**config.mk**
```make
export PLATFORM = sky130hd
export DESIGN_NAME = skhte_ctrl
export DESIGN_NICKNAME = d
export VERILOG_FILES = /design/src/hdl/skhte_pkg.sv /design/src/hdl/skhte_ctrl.sv
export SDC_FILE = /design/constraint.sdc
export NUM_CORES = 1
export LEC_CHECK = 0
export BUFFER_PORTS_ARGS = -buffer_cell sky130_fd_sc_hd__clkbuf_2
export CAP_MARGIN = 5
export CORE_AREA = 2 2 39 41
export DETAILED_ROUTE_END_ITERATION = 7
export DIE_AREA = 0 0 41 43
export GPL_TIMING_DRIVEN = 1
export HOLD_SLACK_MARGIN = 0.1
export RECOVER_POWER = 25
export SLEW_MARGIN = 20
export SYNTH_ARGS = -nofsm -noshare
export SYNTH_HDL_FRONTEND = slang
export SYNTH_SLANG_ARGS = --single-unit
```
**constraint.sdc**
```tcl
create_clock -name i_clk -period 1.35 [get_ports i_clk]
set_input_delay 0.27 -clock i_clk [delete_from_list [all_inputs] [get_ports i_clk]]
set_output_delay 0.27 -clock i_clk [all_outputs]
set_load 0.01 [all_outputs]
```
**src/hdl/skhte_pkg.sv**
```systemverilog
// package for the string key hash table engine
// holds shared widths, default sizes, operation and status codes, and the
// command and status structs between controller and datapath
`timescale 1ns / 1ps

package skhte_pkg;

    localparam int unsigned SLOTS_DEF     = 101;
    localparam int unsigned PROBES_DEF    = 20;
    localparam int unsigned KEY_BYTES_DEF = 8;

    localparam int unsigned HASH_MUL  = 19;
    localparam int unsigned HASH_MOD  = 101;
    localparam int unsigned PROBE_LIN = 23;

    localparam int unsigned ACT_W   = 2;
    localparam int unsigned KEY_W   = 64;
    localparam int unsigned SLOT_W  = 7;
    localparam int unsigned STAT_W  = 3;
    localparam int unsigned COUNT_W = 7;
    localparam int unsigned HASH_W  = 7;

    typedef enum logic [ACT_W-1:0] {
        ACT_ADD,
        ACT_DEL,
        ACT_FIND,
        ACT_READ
    } t_action;

    typedef enum logic [STAT_W-1:0] {
        STAT_ADDED,
        STAT_PRESENT,
        STAT_NO_FREE,
        STAT_DELETED,
        STAT_NOT_FOUND,
        STAT_FOUND,
        STAT_READ
    } t_status;

    typedef struct packed {
        logic clear_wr;
        logic load;
        logic hash_step;
        logic probe_init;
        logic probe_issue;
        logic rd_issue;
        logic finish;
    } t_cmd;

    typedef struct packed {
        logic req_read;
        logic hash_last;
        logic probe_last;
        logic clear_last;
        logic out_free;
    } t_stat;

endpackage

```
**src/hdl/skhte_ctrl.sv**
```systemverilog
// controller state machine for the hash table engine
// sequences clear pass, hashing, probing and result write-back
// depends on skhte_pkg
`timescale 1ns / 1ps

module skhte_ctrl (
    input  logic             i_clk,
    input  logic             i_rst_n,
    input  logic             i_valid,
    output logic             o_ready,
    input  skhte_pkg::t_stat i_stat,
    output skhte_pkg::t_cmd  o_cmd
);

    typedef enum logic [2:0] {
        S_CLEAR,
        S_IDLE,
        S_HASH,
        S_PINIT,
        S_PROBE,
        S_DRAIN,
        S_RDREQ,
        S_DONE
    } t_state;

    t_state r_state;
    t_state n_state;
    logic   r_ready;

    assign o_ready = r_ready;

    always_comb begin
        n_state = r_state;
        o_cmd   = '0;
        case (r_state)
            S_CLEAR: begin
                o_cmd.clear_wr = 1'b1;
                if (i_stat.clear_last) begin
                    n_state = S_IDLE;
                end
            end
            S_IDLE: begin
                if (i_valid && r_ready) begin
                    o_cmd.load = 1'b1;
                    n_state    = i_stat.req_read ? S_RDREQ : S_HASH;
                end
            end
            S_HASH: begin
                o_cmd.hash_step = 1'b1;
                if (i_stat.hash_last) begin
                    n_state = S_PINIT;
                end
            end
            S_PINIT: begin
                o_cmd.probe_init = 1'b1;
                n_state          = S_PROBE;
            end
            S_PROBE: begin
                o_cmd.probe_issue = 1'b1;
                if (i_stat.probe_last) begin
                    n_state = S_DRAIN;
                end
            end
            S_DRAIN: begin
                n_state = S_DONE;
            end
            S_RDREQ: begin
                o_cmd.rd_issue = 1'b1;
                n_state        = S_DONE;
            end
            S_DONE: begin
                if (i_stat.out_free) begin
                    o_cmd.finish = 1'b1;
                    n_state      = S_IDLE;
                end
            end
            default: begin
                n_state = S_CLEAR;
            end
        endcase
    end

    always_ff @(posedge i_clk) begin
        if (!i_rst_n) begin
            r_state <= S_CLEAR;
            r_ready <= 1'b0;
        end else begin
            r_state <= n_state;
            r_ready <= (n_state == S_IDLE);
        end
    end

endmodule

```
Word level (Yosys, flattened, before mapping)
Index checks and enable logic that the tools add are counted.
Storage, ports and cells
  register bits: 4
  input port bits: 8
  output and inout bits: 8
Operators by class
  equality and inequality tests: 8
  muxes and demuxes: 16
  reductions and logical operators: 3
Operators by type and width (number)
  3-bit case mux with 7 select lines: 1
  3-bit 2-to-1 mux: 6
  3-bit equality test (second input constant): 4
  1-bit 2-to-1 mux: 9
  3-bit by 1-bit equality test with 1-bit output (second input constant): 2
  3-bit by 2-bit equality test with 1-bit output (second input constant): 2
  3-bit logical NOT: 1
  2-bit OR reduction: 1
  1-bit logical AND: 1

Longest topological paths before layout
  depth after elaboration: 4
  mapped depth: 4
  mapped depth without buffers: 3

Worst setup path after synthesis
OpenSTA, ideal clock, no wires.
  path kind: flip-flop to output port
  from: register r_state[0]
  to: output port o_cmd[2] (netlist name)
  arrival: 0.804 ns
  required time: 1.080 ns
  setup slack: 0.276 ns
  stages on the path, launching flop included: 3
  cell sequence: dfxtp_1 -> buf_4 -> nor3_1
RTL lines
  start, declared: RTL line skhte_ctrl.sv:26  | t_state r_state;
  start signal, assigned: RTL line skhte_ctrl.sv:88  | r_state <= n_state;
  end, declared: RTL line skhte_ctrl.sv:12  | output skhte_pkg::t_cmd o_cmd

==> out/results.ini <==
[floorplanning]
initial_core_util_pct = 22.2
io_pins = 16
coreArea_mm2 = 0.00138
dieArea_mm2 = 0.00176
dieWidth_um = 41
num_rows = 14
die_h_um = 43

[clock_tree]
cts_buffers = 3
cts_max_path_buffers = 2
clkSlewWorstSetupHoldPaths_ns = 0.03
cts_resized = 2
numClockSinks = 4
cts_tree = yes
postCtsSetupRepairBufs = 0
clk_latency_ns = 0.23
htree_levels = 1
ctsHoldBuffers = 0
cts-root-buf = clkbuf_4

[routing]
dr.pass1.iters = 1
drc_errors = 0
vias = 298
vias_per_cell = 4.58
drt_wl_total_um = 636
drt-initial-drc-count = 0
post_drt_wl_per_cell_um = 9.78
antenna_left = 0

[timing]
hold_viol = 0
layout_min_cycle_time_ns = 1.28
tightest_slew_ns = 0.214
setup_viol = 0
slew_headroom_pct = 85.7
grt_setup_unrepaired = false
post-route-period-util_pct = 95.2
slew_violations = 0
max_freq_ghz = 0.778
fin_skew_ns = 0.00142

[worst_setup_path]
endpoint_kind = output pin
crit_arrival_ns = 1.01
critical_path.slowest_cell = dfxtp_2
crit_path_start_kind = register
worst-path-max-fanout = 5
path_cells = buf_4, nor3_4, clkbuf_2
r2r_slack_ns = 0.31
required_ns = 1.08
timing.rr.start = r_state[0]$_SDFF_PN0_
cp_slowest_stage_delay_ns = 0.34
reg2reg_depth = 3
reg2reg_to = r_state[0]$_SDFF_PN0_
critPathKind = reg -> out

[cells_and_area]
drive_above_1_share_pct = 69.4
fin_nets = 59
final_common_cell = clkbuf_2
final_util_pct = 31.2
n_antenna_cell = 0
area_growth_pct = 40.8

[power_and_ir_drop]
p_leak_uw = 0.000198
irDropWorstVdd_mv = 0.397
power.total_uw = 594
power_density_mw_per_mm2 = 1380

[grt]
grt_pass1_vias = 261
globalRouteOverflowTotal = 0
antenna_found_initial = 0
grt_pass1_wl_um = 966
grt_max_degree = 15
grt_use_total_pct = 8.64

[hold_path]
hold_path_end = r_state[1]$_SDFF_PN0_
holdPathStages = 2
hold_class = in -> reg
min-delay-start = i_rst_n

[run_status]
status = finished clean

[placed_design]
portBuffers = 15
gp_congestion = 0.621
hpwl_um = 513

[synth]
syn_nets = 39
ys_warn_count = 0
syn_area_um2 = 307
synth.avg_cell_area_um2 = 9.89
syn_inst = 31
yosys_register_bits = 4
yosysSeqAreaShare_pct = 26.1
synth.distinct_cells = 21

[job]
cap_violations = 0

[cell usage after synthesis]
cell type | number | area share [%]
a21oi_2 | 3 | 8.6
nor3_2 | 1 | 3.3
a311oi_2 | 1 | 4.9
a21boi_1 | 1 | 2.4
nor2_1 | 1 | 1.2
a21oi_1 | 3 | 4.9
inv_2 | 1 | 1.2
and3_1 | 1 | 2.0
nor3b_2 | 3 | 12
o221ai_1 | 1 | 2.9
o21ai_1 | 1 | 1.6
o211a_1 | 1 | 3.3
o31a_1 | 1 | 2.9
and4_1 | 1 | 2.9
buf_6 | 2 | 7.3
nor3_1 | 1 | 1.6
nand4_1 | 1 | 2.0
dfxtp_1 | 4 | 26
and3b_2 | 1 | 3.3
a31o_1 | 1 | 2.9
buf_4 | 1 | 2.4
[routing by layer]
metal / track usage [%] / up-vias / share of wire [%]
li1: - / 158 / -
met1: 7.42 / 127 / 42
met2: 13.1 / 13 / 47
met3: 4.71 / 0 / 11
met4: 8.00 / 0 / 0
met5: 0 / - / 0
[report_power, final]
group | total, µW | switching (µW) | internal, µW
clock | 141 | 42.1 | 98.9
sequential | 226 | 71.3 | 154
combinational | 227 | 102 | 125
[through the flow]
step                instances  hold WS, ns  cell area [µm²]  setup WS (ns)  setup TNS (ns)
floorplan                  31        0.418              307          0.276               0
global placement           62        0.554              394         0.0765               0
detailed placement         62        0.558              394         0.0606               0
CTS                        65        0.306              419        -0.0167         -0.0291
global route               65        0.311              432       0.000129               0
finish                     65        0.314              432         0.0651               0
[cells by family after synthesis]
| kind of cell | Yosys count | synth area share, % |
|---|---|---|
| compound gates | 13 | 34.3 |
| buf+inv | 4 | 11.0 |
| flops | 4 | 26.1 |
| simple gates | 10 | 28.6 |
[sequential cells by signal (all words and copies together) (netlist names)]
register and cells:
r_state 3, o_ready 1
[worst max-delay path: cells and delay by family (launching register included)]
kind	cells	cell delay, ns
buffers and inverters	2	0.32
DFF	1	0.34
and+or+nand+nor	1	0.13
[worst max path at each step]
stage / to / from / cells after the start
6_report: o_cmd[6] / r_state[2]$_SDFF_PN0_ / 3
5_1_grt: o_cmd[6] / r_state[2]$_SDFF_PN0_ / 3
4_1_cts: o_cmd[6] / r_state[2]$_SDFF_PN0_ / 3
3_5_place_dp: o_cmd[0] / r_state[0]$_SDFF_PN0_ / 2
3_3_place_gp: o_cmd[0] / r_state[0]$_SDFF_PN0_ / 2
2_1_floorplan: o_cmd[2] / r_state[0]$_SDFF_PN0_ / 2
[area by class of cell]
class                      count  area [µm²]
inverter                       1        3.75
timing repair buffer          18        97.6
fill                         161         952
clock buffer                   3        22.5
multi-input combinational     23         199
sequential                     4        88.8
tap                           16        20.0
No activity file was read; power rests on OpenSTA's default activity.
